--- src/rtl/cao_pkg.sv ---
// ----------------------------------------------------------------------------
// cao_pkg: shared types and constants for the calendar alarm offset block
// Holds the date record, the sequencer states, the step unit interface and
// the month length function.
// ----------------------------------------------------------------------------
package cao_pkg;

  // Configuration register indexes.
  localparam logic [2:0] REG_START_HOURS   = 3'd0;
  localparam logic [2:0] REG_START_MINUTES = 3'd1;
  localparam logic [2:0] REG_START_SECONDS = 3'd2;
  localparam logic [2:0] REG_START_DAY     = 3'd3;
  localparam logic [2:0] REG_START_MONTH   = 3'd4;
  localparam logic [2:0] REG_START_YEAR    = 3'd5;

  localparam logic [6:0]  MAX_DELAY_HOURS   = 7'd99;
  localparam logic [5:0]  MAX_DELAY_MINUTES = 6'd59;
  localparam logic [6:0]  PUSH_MINUTES      = 7'd30;
  localparam logic [16:0] SEC_PER_HOUR      = 17'd3600;
  localparam logic [16:0] SEC_PER_MIN       = 17'd60;
  localparam logic [6:0]  LAST_YEAR         = 7'd99;
  localparam logic [4:0]  MONTHS_PER_YEAR   = 5'd12;

  typedef struct packed {
    logic [4:0] day;
    logic [3:0] month;
    logic [6:0] year;
  } date_t;

  typedef enum logic [0:0] {
    MOD_60,
    MOD_24
  } mod_sel_t;

  typedef struct packed {
    logic       ge;
    logic [7:0] diff;
  } step_res_t;

  typedef enum logic [2:0] {
    ST_IDLE,
    ST_MIN,
    ST_HR,
    ST_CMP,
    ST_SEC,
    ST_DONE
  } state_t;

  // Days in a month; the year is 2000 plus the two-digit value. Because 2000
  // is a multiple of 400, only year 0 is a 400-year leap and year 100 is the
  // only century in range.
  function automatic logic [5:0] month_len(input logic [3:0] month,
                                           input logic [6:0] year);
    logic leap;
    logic [5:0] len;
    leap = 1'b0;
    len  = 6'd31;
    if (year == 7'd0) begin
      leap = 1'b1;
    end else if (year == 7'd100) begin
      leap = 1'b0;
    end else begin
      leap = (year[1:0] == 2'b00);
    end
    unique case (month)
      4'd2:    len = leap ? 6'd29 : 6'd28;
      4'd4:    len = 6'd30;
      4'd6:    len = 6'd30;
      4'd9:    len = 6'd30;
      4'd11:   len = 6'd30;
      default: len = 6'd31;
    endcase
    return len;
  endfunction

endpackage

--- src/rtl/cao_modstep.sv ---
// ----------------------------------------------------------------------------
// cao_modstep: shared compare and subtract unit
// Compares a value against 60 or 24 and returns the reduced value.
// ----------------------------------------------------------------------------
module cao_modstep (
  input  logic [7:0]         value,
  input  cao_pkg::mod_sel_t  sel,
  output cao_pkg::step_res_t res
);

  logic [7:0] modulus;

  always_comb begin
    unique case (sel)
      cao_pkg::MOD_60: modulus = 8'd60;
      cao_pkg::MOD_24: modulus = 8'd24;
      default:         modulus = 8'd60;
    endcase
    res.ge   = (value >= modulus);
    res.diff = value - modulus;
  end

endmodule

--- src/rtl/cao_daystep.sv ---
// ----------------------------------------------------------------------------
// cao_daystep: calendar day advance
// Moves a date forward by one day through month lengths and year wrap.
// ----------------------------------------------------------------------------
module cao_daystep (
  input  cao_pkg::date_t cur,
  output cao_pkg::date_t nxt
);

  logic [5:0] day_inc;
  logic [4:0] month_inc;

  always_comb begin
    day_inc   = {1'b0, cur.day} + 6'd1;
    month_inc = {1'b0, cur.month} + 5'd1;
    nxt       = cur;
    if (day_inc > cao_pkg::month_len(cur.month, cur.year)) begin
      nxt.day = 5'd1;
      if (month_inc > cao_pkg::MONTHS_PER_YEAR) begin
        nxt.month = 4'd1;
        nxt.year  = (cur.year >= cao_pkg::LAST_YEAR) ? 7'd0 : cur.year + 7'd1;
      end else begin
        nxt.month = month_inc[3:0];
      end
    end else begin
      nxt.day = day_inc[4:0];
    end
  end

endmodule

--- src/rtl/calendar_alarm_offset.sv ---
// ----------------------------------------------------------------------------
// calendar_alarm_offset: alarm date and time from a start point and a delay
// Adds a clamped delay to the configured start time and date, then pushes
// the alarm 30 minutes later if it is not after the current clock.
// ----------------------------------------------------------------------------
// Usage: write the six start registers through cfg_we/cfg_index/cfg_wdata
// while the block is idle. An input item carries the delay and the current
// date and time; each item yields exactly one result item on the out_
// channel with the alarm fields and the pushed_back flag.
// in_stall is high from the accepting edge until the result has been loaded
// into the output register, so one item is worked on at a time.
// A single compare and subtract unit normalizes seconds, minutes and hours
// one step per cycle, and every hour wrap advances the date by one day.
// The steps taken depend on the data: up to 2 minute wraps, up to 5 day
// steps and, when pushed back, a second pass with at most one wrap per
// field. A new item is accepted only once the block is back in idle.
// Reset (rst_n low, synchronous) returns the start registers to 00:00:00 on
// day 1, month 1, year 0 and empties the output register. While the
// receiver holds out_stall on a valid result, that result stays put and a
// finished item waits in the done state before the next is accepted.
// ----------------------------------------------------------------------------
module calendar_alarm_offset (
  input  logic       clk,
  input  logic       rst_n,
  input  logic       cfg_we,
  input  logic [2:0] cfg_index,
  input  logic [6:0] cfg_wdata,
  input  logic       in_valid,
  output logic       in_stall,
  input  logic [7:0] in_delay_hours,
  input  logic [7:0] in_delay_minutes,
  input  logic [4:0] in_now_hours,
  input  logic [5:0] in_now_minutes,
  input  logic [5:0] in_now_seconds,
  input  logic [4:0] in_now_day,
  input  logic [3:0] in_now_month,
  input  logic [6:0] in_now_year,
  output logic       out_valid,
  input  logic       out_stall,
  output logic [4:0] out_alarm_day,
  output logic [4:0] out_alarm_hours,
  output logic [5:0] out_alarm_minutes,
  output logic [5:0] out_alarm_seconds,
  output logic [3:0] out_alarm_month,
  output logic [6:0] out_alarm_year,
  output logic       out_pushed_back
);

  // Configuration registers.
  logic [4:0] start_hours_r;
  logic [5:0] start_minutes_r;
  logic [5:0] start_seconds_r;
  logic [4:0] start_day_r;
  logic [3:0] start_month_r;
  logic [6:0] start_year_r;

  always_ff @(posedge clk) begin
    if (!rst_n) begin
      start_hours_r   <= '0;
      start_minutes_r <= '0;
      start_seconds_r <= '0;
      start_day_r     <= 5'd1;
      start_month_r   <= 4'd1;
      start_year_r    <= '0;
    end else if (cfg_we) begin
      unique case (cfg_index)
        cao_pkg::REG_START_HOURS:   start_hours_r   <= cfg_wdata[4:0];
        cao_pkg::REG_START_MINUTES: start_minutes_r <= cfg_wdata[5:0];
        cao_pkg::REG_START_SECONDS: start_seconds_r <= cfg_wdata[5:0];
        cao_pkg::REG_START_DAY:     start_day_r     <= cfg_wdata[4:0];
        cao_pkg::REG_START_MONTH:   start_month_r   <= cfg_wdata[3:0];
        cao_pkg::REG_START_YEAR:    start_year_r    <= cfg_wdata[6:0];
        default: ;
      endcase
    end
  end

  // Working registers.
  cao_pkg::state_t state_r, state_nxt;
  logic            pass2_r, pass2_nxt;
  logic            pushed_r, pushed_nxt;
  logic [7:0]      hr_r, hr_nxt;
  logic [6:0]      mm_r, mm_nxt;
  logic [5:0]      ss_r, ss_nxt;
  cao_pkg::date_t  date_r, date_nxt;
  logic [4:0]      now_hours_r, now_hours_nxt;
  logic [5:0]      now_minutes_r, now_minutes_nxt;
  logic [5:0]      now_seconds_r, now_seconds_nxt;
  cao_pkg::date_t  now_date_r, now_date_nxt;

  logic            out_valid_r, out_valid_nxt;
  cao_pkg::date_t  out_date_r, out_date_nxt;
  logic [4:0]      out_hours_r, out_hours_nxt;
  logic [5:0]      out_minutes_r, out_minutes_nxt;
  logic [5:0]      out_seconds_r, out_seconds_nxt;
  logic            out_pushed_r, out_pushed_nxt;

  // Shared step unit and day stepper.
  logic [7:0]          step_val;
  cao_pkg::mod_sel_t   step_sel;
  cao_pkg::step_res_t  step_res;
  cao_pkg::date_t      date_next_day;

  cao_modstep u_modstep (
    .value (step_val),
    .sel   (step_sel),
    .res   (step_res)
  );

  cao_daystep u_daystep (
    .cur (date_r),
    .nxt (date_next_day)
  );

  logic [6:0]  dh_clamp;
  logic [5:0]  dm_clamp;
  logic [16:0] alarm_secs;
  logic [16:0] now_secs;
  logic        date_later;
  logic        date_equal;
  logic        past;

  always_comb begin
    dh_clamp = (in_delay_hours > {1'b0, cao_pkg::MAX_DELAY_HOURS}) ?
               cao_pkg::MAX_DELAY_HOURS : in_delay_hours[6:0];
    dm_clamp = (in_delay_minutes > {2'b0, cao_pkg::MAX_DELAY_MINUTES}) ?
               cao_pkg::MAX_DELAY_MINUTES : in_delay_minutes[5:0];

    // Seconds of day for the alarm and for the current clock; the alarm
    // minutes and hours are already normalized here.
    alarm_secs = 17'(hr_r) * cao_pkg::SEC_PER_HOUR + 17'(mm_r) * cao_pkg::SEC_PER_MIN
               + 17'(ss_r);
    now_secs   = 17'(now_hours_r) * cao_pkg::SEC_PER_HOUR
               + 17'(now_minutes_r) * cao_pkg::SEC_PER_MIN + 17'(now_seconds_r);

    date_later = (now_date_r.year > date_r.year)
              || (now_date_r.year == date_r.year && now_date_r.month > date_r.month)
              || (now_date_r.year == date_r.year && now_date_r.month == date_r.month
                  && now_date_r.day > date_r.day);
    date_equal = (now_date_r == date_r);
    past       = date_later || (date_equal && (alarm_secs <= now_secs));

    unique case (state_r)
      cao_pkg::ST_SEC: begin
        step_val = {2'b0, ss_r};
        step_sel = cao_pkg::MOD_60;
      end
      cao_pkg::ST_MIN: begin
        step_val = {1'b0, mm_r};
        step_sel = cao_pkg::MOD_60;
      end
      default: begin
        step_val = hr_r;
        step_sel = cao_pkg::MOD_24;
      end
    endcase
  end

  always_comb begin
    state_nxt       = state_r;
    pass2_nxt       = pass2_r;
    pushed_nxt      = pushed_r;
    hr_nxt          = hr_r;
    mm_nxt          = mm_r;
    ss_nxt          = ss_r;
    date_nxt        = date_r;
    now_hours_nxt   = now_hours_r;
    now_minutes_nxt = now_minutes_r;
    now_seconds_nxt = now_seconds_r;
    now_date_nxt    = now_date_r;
    out_valid_nxt   = out_valid_r && out_stall;
    out_date_nxt    = out_date_r;
    out_hours_nxt   = out_hours_r;
    out_minutes_nxt = out_minutes_r;
    out_seconds_nxt = out_seconds_r;
    out_pushed_nxt  = out_pushed_r;
    in_stall        = (state_r != cao_pkg::ST_IDLE);

    unique case (state_r)
      cao_pkg::ST_IDLE: begin
        if (in_valid) begin
          hr_nxt             = 8'(start_hours_r) + 8'(dh_clamp);
          mm_nxt             = 7'(start_minutes_r) + 7'(dm_clamp);
          ss_nxt             = start_seconds_r;
          date_nxt.day       = start_day_r;
          date_nxt.month     = start_month_r;
          date_nxt.year      = start_year_r;
          now_hours_nxt      = in_now_hours;
          now_minutes_nxt    = in_now_minutes;
          now_seconds_nxt    = in_now_seconds;
          now_date_nxt.day   = in_now_day;
          now_date_nxt.month = in_now_month;
          now_date_nxt.year  = in_now_year;
          pass2_nxt          = 1'b0;
          pushed_nxt         = 1'b0;
          state_nxt          = cao_pkg::ST_MIN;
        end
      end
      cao_pkg::ST_SEC: begin
        if (step_res.ge) begin
          ss_nxt = step_res.diff[5:0];
          mm_nxt = mm_r + 7'd1;
        end else begin
          state_nxt = cao_pkg::ST_MIN;
        end
      end
      cao_pkg::ST_MIN: begin
        if (step_res.ge) begin
          mm_nxt = step_res.diff[6:0];
          hr_nxt = hr_r + 8'd1;
        end else begin
          state_nxt = cao_pkg::ST_HR;
        end
      end
      cao_pkg::ST_HR: begin
        // Each wrap of the hour is one whole day.
        if (step_res.ge) begin
          hr_nxt   = step_res.diff;
          date_nxt = date_next_day;
        end else begin
          state_nxt = pass2_r ? cao_pkg::ST_DONE : cao_pkg::ST_CMP;
        end
      end
      cao_pkg::ST_CMP: begin
        if (past) begin
          pushed_nxt = 1'b1;
          pass2_nxt  = 1'b1;
          mm_nxt     = mm_r + cao_pkg::PUSH_MINUTES;
          state_nxt  = cao_pkg::ST_SEC;
        end else begin
          state_nxt = cao_pkg::ST_DONE;
        end
      end
      cao_pkg::ST_DONE: begin
        if (!out_valid_r || !out_stall) begin
          out_valid_nxt   = 1'b1;
          out_date_nxt    = date_r;
          out_hours_nxt   = hr_r[4:0];
          out_minutes_nxt = mm_r[5:0];
          out_seconds_nxt = ss_r;
          out_pushed_nxt  = pushed_r;
          state_nxt       = cao_pkg::ST_IDLE;
        end
      end
      default: state_nxt = cao_pkg::ST_IDLE;
    endcase
  end

  always_ff @(posedge clk) begin
    if (!rst_n) begin
      state_r     <= cao_pkg::ST_IDLE;
      pass2_r     <= 1'b0;
      pushed_r    <= 1'b0;
      out_valid_r <= 1'b0;
    end else begin
      state_r     <= state_nxt;
      pass2_r     <= pass2_nxt;
      pushed_r    <= pushed_nxt;
      out_valid_r <= out_valid_nxt;
    end
  end

  always_ff @(posedge clk) begin
    hr_r          <= hr_nxt;
    mm_r          <= mm_nxt;
    ss_r          <= ss_nxt;
    date_r        <= date_nxt;
    now_hours_r   <= now_hours_nxt;
    now_minutes_r <= now_minutes_nxt;
    now_seconds_r <= now_seconds_nxt;
    now_date_r    <= now_date_nxt;
    out_date_r    <= out_date_nxt;
    out_hours_r   <= out_hours_nxt;
    out_minutes_r <= out_minutes_nxt;
    out_seconds_r <= out_seconds_nxt;
    out_pushed_r  <= out_pushed_nxt;
  end

  assign out_valid         = out_valid_r;
  assign out_alarm_day     = out_date_r.day;
  assign out_alarm_hours   = out_hours_r;
  assign out_alarm_minutes = out_minutes_r;
  assign out_alarm_seconds = out_seconds_r;
  assign out_alarm_month   = out_date_r.month;
  assign out_alarm_year    = out_date_r.year;
  assign out_pushed_back   = out_pushed_r;

  // The comparison only ever sees normalized minutes and hours.
  a_cmp_normalized: assert property (@(posedge clk) disable iff (!rst_n)
    state_r == cao_pkg::ST_CMP |-> (mm_r < 7'd60 && hr_r < 8'd24))
    else $error("time not normalized before comparison");

  // The push-back pass can cross midnight at most once.
  a_pass2_one_day: assert property (@(posedge clk) disable iff (!rst_n)
    (state_r == cao_pkg::ST_HR && pass2_r) |-> hr_r <= 8'd24)
    else $error("push-back pass carries more than one day");

  // Seconds are normalized only after a push back.
  a_sec_after_push: assert property (@(posedge clk) disable iff (!rst_n)
    state_r == cao_pkg::ST_SEC |-> (pass2_r && pushed_r))
    else $error("seconds step outside the push-back pass");

  // An accepted item starts the sequencer.
  a_accept_starts: assert property (@(posedge clk) disable iff (!rst_n)
    (in_valid && !in_stall) |=> state_r == cao_pkg::ST_MIN)
    else $error("accepted item did not start the sequencer");

endmodule

--- config.mk ---
export PLATFORM = sky130hd
export DESIGN_NAME = calendar_alarm_offset
export DESIGN_NICKNAME = d
export VERILOG_FILES = /design/src/rtl/cao_pkg.sv /design/src/rtl/cao_modstep.sv /design/src/rtl/cao_daystep.sv /design/src/rtl/calendar_alarm_offset.sv
export SDC_FILE = /design/constraint.sdc
export NUM_CORES = 1
export LEC_CHECK = 0
export ABC_AREA = 1
export BUFFER_PORTS_ARGS = -buffer_cell sky130_fd_sc_hd__clkbuf_2
export CORE_ASPECT_RATIO = 1.1
export CORE_UTILIZATION = 54
export DETAILED_ROUTE_END_ITERATION = 12
export PLACE_DENSITY = 0.76
export SLEW_MARGIN = 15
export SYNTH_ARGS = -nofsm -noshare
export SYNTH_HDL_FRONTEND = slang
export SYNTH_HIERARCHICAL = 1
export SYNTH_SLANG_ARGS = --single-unit
--- constraint.sdc ---
create_clock -name clk -period 5.97 [get_ports clk]
set_input_delay 1.194 -clock clk [delete_from_list [all_inputs] [get_ports clk]]
set_output_delay 1.194 -clock clk [all_outputs]
set_load 0.02 [all_outputs]
# After elaboration in Yosys (flattened, before gate mapping)
# Index checks and enable logic that the tools add are counted.
# totals
input_bits	64
wordCells	166
register_bits	142
# classes
n_addsub	13
magnitude_cmp	10
reduce_logical	39
muxes	42
mul	4
eq_ne	30
# ops
operator	count
7-bit 2-to-1 mux	7
17-bit by 6-bit adder with 17-bit output	2
16-bit 2-to-1 mux	2
16-bit one-hot mux with 2 select lines	1
8-bit one-hot mux with 2 select lines	2
7-bit one-hot mux with 4 select lines	1
8-bit 2-to-1 mux	3
6-bit one-hot mux with 2 select lines	2
8-bit one-hot mux with 3 select lines	1
3-bit 2-to-1 mux	6
6-bit 2-to-1 mux	3
2-bit inequality test (second input constant)	9
3-bit one-hot mux with 6 select lines	1
17-bit by 12-bit adder with 17-bit output	1
17-bit by 13-bit adder with 17-bit output	1
17-bit <= comparator	1
16-bit == test	1
2-bit AND reduction	8
5-bit AND reduction	3
7-bit by 1-bit adder with 7-bit output (second input constant)	2
5-bit by 8-bit multiplier with 13-bit output (second input constant)	1
8-bit by 8-bit multiplier with 13-bit output (second input constant)	1
3-bit by 2-bit == test with 1-bit output (second input constant)	4
3-bit == test (second input constant)	4
other kinds (44)	71

# Logic depth before layout (Yosys ltp)
# depth
word_depth	9
mapped_depth	37
depth_no_buf	37

# By module
# Netlist, hierarchy kept.
# modules_own_cells
mod	n_inst	cells_per_inst	seq_area_each_um2	area_per_inst_um2
calendar_alarm_offset	1	1169	3883.7	10633.9
cao_daystep	1	162	0.0	830.8
cao_modstep	1	36	0.0	193.9

# Least setup slack after synthesis
# OpenSTA, ideal clock, no wires.
# synth_timing
path_type	flip-flop to flip-flop
from	reg mm_r[3]
to	reg mm_r[1] (enable)
slack_ps	284
n_path_buf	0
t_arrival_ps	5336
required_time_ps	5620
path_stages_with_launch	34
setup_time_ps	350
path_cell_list	edfxtp_1 inv_1 fa_1 fa_1 inv_1 ha_1 a21oi_1 nand2_1 nand2_1 nand2_1 nand2_1 nand2_1 xor2_1 inv_1 ha_1 ha_1 nand2_1 nor3_1 nand2_1 nand2_1 a21boi_1 o21ai_0 nand2_1 xnor2_1 ha_1 a21oi_1 o21ai_0 a21oi_1 nand2_1 nand2_1 nand2_1 nand2_2 nand2_1 nor2_1
# synth_between
elab_chain_cells	8
word_cells_on_any_way	12
# synth_rtl
element	line_no	rtl
start, declared	calendar_alarm_offset.sv:83	logic [6:0] mm_r, mm_nxt;
start signal, assigned	calendar_alarm_offset.sv:265	mm_r <= mm_nxt;
7-bit by 4-bit multiplier with 11-bit output	calendar_alarm_offset.sv:131	alarm_secs = 17'(hr_r) * cao_pkg::SEC_PER_HOUR + 17'(mm_r) * cao_pkg::SEC_PER_MIN
17-bit by 13-bit adder with 17-bit output	calendar_alarm_offset.sv:131	
17-bit by 6-bit adder with 17-bit output	calendar_alarm_offset.sv:132	+ 17'(ss_r);
17-bit <= comparator	calendar_alarm_offset.sv:141	past = date_later || (date_equal && (alarm_secs <= now_secs));
1-bit logical AND	calendar_alarm_offset.sv:141	
1-bit logical OR	calendar_alarm_offset.sv:141	
2-bit inequality test (no source line)	--	
5-bit AND reduction (no source line) (*)	--	
# Every way passes the cells marked *; elsewhere a longest branch is shown, timed or not.
# A chain may end at the register's enable or synchronous reset.

# Final worst setup path
# layout_timing
from	reg mm_r[1]
to	reg mm_r[2] (enable)
# The elaborated chain is that of the path after synthesis.

==> results.md <==
* Status: finished clean
* Final Max Slew Viols at 0
* Initial drt markers at about 730
* Placed Cells incl. Taps at 1,762
* Mapped Area at roughly 0.012 mm^2
* Worst hold path type: register to register
* Std cell rows at 56
* GPL Wtd Cong at 0.9173
* Vias per cell at about 5.4
* Final hold violations at 0
* Post-CTS Hold Fix Bufs at 0
* # Max-Cap Violations at 0
* Sequential fraction of the synthesis area at 0.3331
* CTS Root Cell: clkbuf_16
* CP max stage cell: fa_2
* Crit share post-route at 0.9672
* Synthesized Nets at around 1,600
* Combined area of the multi-input logic cells at between 0.007 and 0.008 mm^2
* Post-route cell area at between 0.01 and 0.015 mm^2
* Global-route wire length before repair at between 40 and 50 mm
* Critical path type: register to register
* Placed inst area at ~0.013 mm^2
* Worst skew pair latency at ~0.43 ns
* Layout area overhead at 16.06%
* Synth unique cells at between 50 and 60
* Worst hold slack at roughly 0.46 ns
* Synthesized instance count at 1,367
* Clk slew on worst S/H paths at roughly 0.060 ns
* Startpoint Class: register
* Wirelength per Cell at around 15 um
* Fmax at between 0.15 and 0.2 GHz
* Rel. slew slack at 0.2982
* DRC viols at 0
* Total CTS buffers at 17
* CP arrival at 5.89 ns
* Max incr delay on CP at 0.55 ns
* Largest net degree at the start of global routing at 36
* Slew @ Worst Pin at about 1.1 ns
* Grt ovf at 0
* Final setup viols at 0
* Synth warn at 6
* Final WS setup at approximately 0.20 ns
* Post-DP HPWL at roughly 20 mm
* Initial antenna violation count at 0
* IO Count at 100
* CTS sink cnt at ~140
* Ys async rst share at 0
* R2r worst-path depth at 34
* DR pass1 iterations at 6
* Global-route usage over all layers at 0.2529
* Final wirelength at between 20 and 30 mm
* Register area at approximately 0.0039 mm^2
* Port bufs at between 90 and 100
* Number of synthesized flops with an enable pin at roughly 100
* CTS tree: yes
* Yosys reg bits at approximately 140
* Die Ht at 156.1 um
* Final non-filler cell total at between 1,500 and 2,000
* Mapped Avg Cell Area at 8.529 um^2
* Main flop type after synthesis: edfxtp_1
* Worst EP required at about 6.1 ns
* Most frequent cells in the layout: nand2_1 (257), inv_1 (206), ha_1 (169), nor2_1 (124), edfxtp_1 (104)
* Total Die Area at approximately 0.022 mm^2
* Core Region at 0.02123 mm^2
* Worst slack, placed at -0.1342 ns
* Number of H-tree levels at 4
* Routed vias at a little under 10,000
* Clock Tree Buf Depth at 2
* Layout cells sized above 1 at 0.1713
* Final ANT Viol Nets at 0
* Vias in the first global route at ~9,400
* Hold path depth at 2
* Most common cell after layout, fill and taps aside: nand2_1
* Fillers at ~1,700
* Skew final at approximately 0.011 ns
* Worst-path fanout max at 6
* Crit path top cell by count: nand2_1
* Initial Utilization at 0.5492
* Fin crit period at between 5 and 6 ns
* Die Width at ~140 um
* Final nets at ~1,800
* CP endpoint kind: register
logic make-up after synthesis:
family | share of synthesized area
buffers and inverters | 0.08199
XOR/XNOR | 0.04872
adder cells (fa/ha/maj) | 0.2556
AO/OA/AOI/OAI | 0.09154
flip-flops | 0.3331
AND/OR/NAND/NOR | 0.1890
state kept, by name, summed over array words and instances, names as in the netlist, 3 cells and up:
register           cells
start_seconds_r        6
start_minutes_r        6
start_month_r          4
out_alarm_month        4
out_alarm_year         7
state_r                3
date_r                16
mm_r                   7
ss_r                   6
hr_r                   8
out_alarm_hours        5
now_minutes_r          6
start_year_r           7
out_alarm_minutes      6
now_seconds_r          6
start_hours_r          5
out_alarm_seconds      6
now_date_r            16
now_hours_r            5
start_day_r            5
out_alarm_day          5
worst paths after layout:
path	start	endpoint	slack (ns)
worst min register to register	start_day_r[4]$_SDFFE_PN0P_	start_day_r[4]$_SDFFE_PN0P_	0.46
worst min-delay path	start_day_r[4]$_SDFFE_PN0P_	start_day_r[4]$_SDFFE_PN0P_	0.46
worst max register to register	mm_r[1]$_DFFE_PP_	mm_r[2]$_DFFE_PP_	0.20
worst max-delay path	mm_r[1]$_DFFE_PP_	mm_r[2]$_DFFE_PP_	0.20
worst max-delay path, delay by kind of cell (launching register included):
family	cells	cell delay [ns]
flops	1	0.44
buf+inv	3	0.37
simple gates	20	1.66
fa+ha+maj	6	2.24
compound gates	3	0.47
xor+xnor	2	0.27
area by class of cell:
cell class / instances / area share
diodes: 1 / 0.0001849
clock buffers: 21 / 0.03486
clock inverters: 11 / 0.007953
inverters: 223 / 0.06270
multi-input cells: 984 / 0.5222
flip-flops and latches: 142 / 0.2870
well taps: 290 / 0.02682
repair buffers: 137 / 0.05826
routing by layer:
metal,up-vias,wire [um],GRT usage
met5,-,0,0
met1,4519,11930,0.3153
met2,316,13280,0.4318
met3,70,1382,0.04021
li1,4774,-,-
met4,0,928,0.1096
synthesized netlist by cell type, drive strengths merged (6+ instances only):
| master | instances | area [um^2] |
|---|---|---|
| o21ai | 71 | 359.1 |
| nor3 | 11 | 60.06 |
| inv | 222 | 843.3 |
| ha | 179 | 2240 |
| dfxtp | 38 | 760.7 |
| clkbuf | 7 | 26.28 |
| nand4 | 6 | 37.54 |
| nand3 | 74 | 375.4 |
| o221ai | 10 | 87.58 |
| buf | 11 | 81.32 |
| edfxtp | 104 | 3123 |
| xnor2 | 30 | 270.3 |
| xor2 | 34 | 297.8 |
| o211ai | 7 | 52.55 |
| a21oi | 76 | 391.6 |
| nand2 | 277 | 1082 |
| nor2 | 138 | 574.3 |
| fa | 37 | 740.7 |
timing repair:
action,4_1_cts,5_1_grt
pin swaps,0,31
buffers inserted,0,14
resized for setup,2,55
cloned,0,0
endpoints found under the setup margin,6,9
through the flow:
stage               utilization  setup TNS, ns
finish                   0.6373              0
detailed placement       0.5939        -0.8044
CTS                      0.6215              0
global placement         0.5939              0
floorplan                     -              0
global route             0.6372        -0.9449
Power is left out: the tool's default activity adds up to more than one toggle a clock period on the data nets, which glitch-free logic cannot reach.
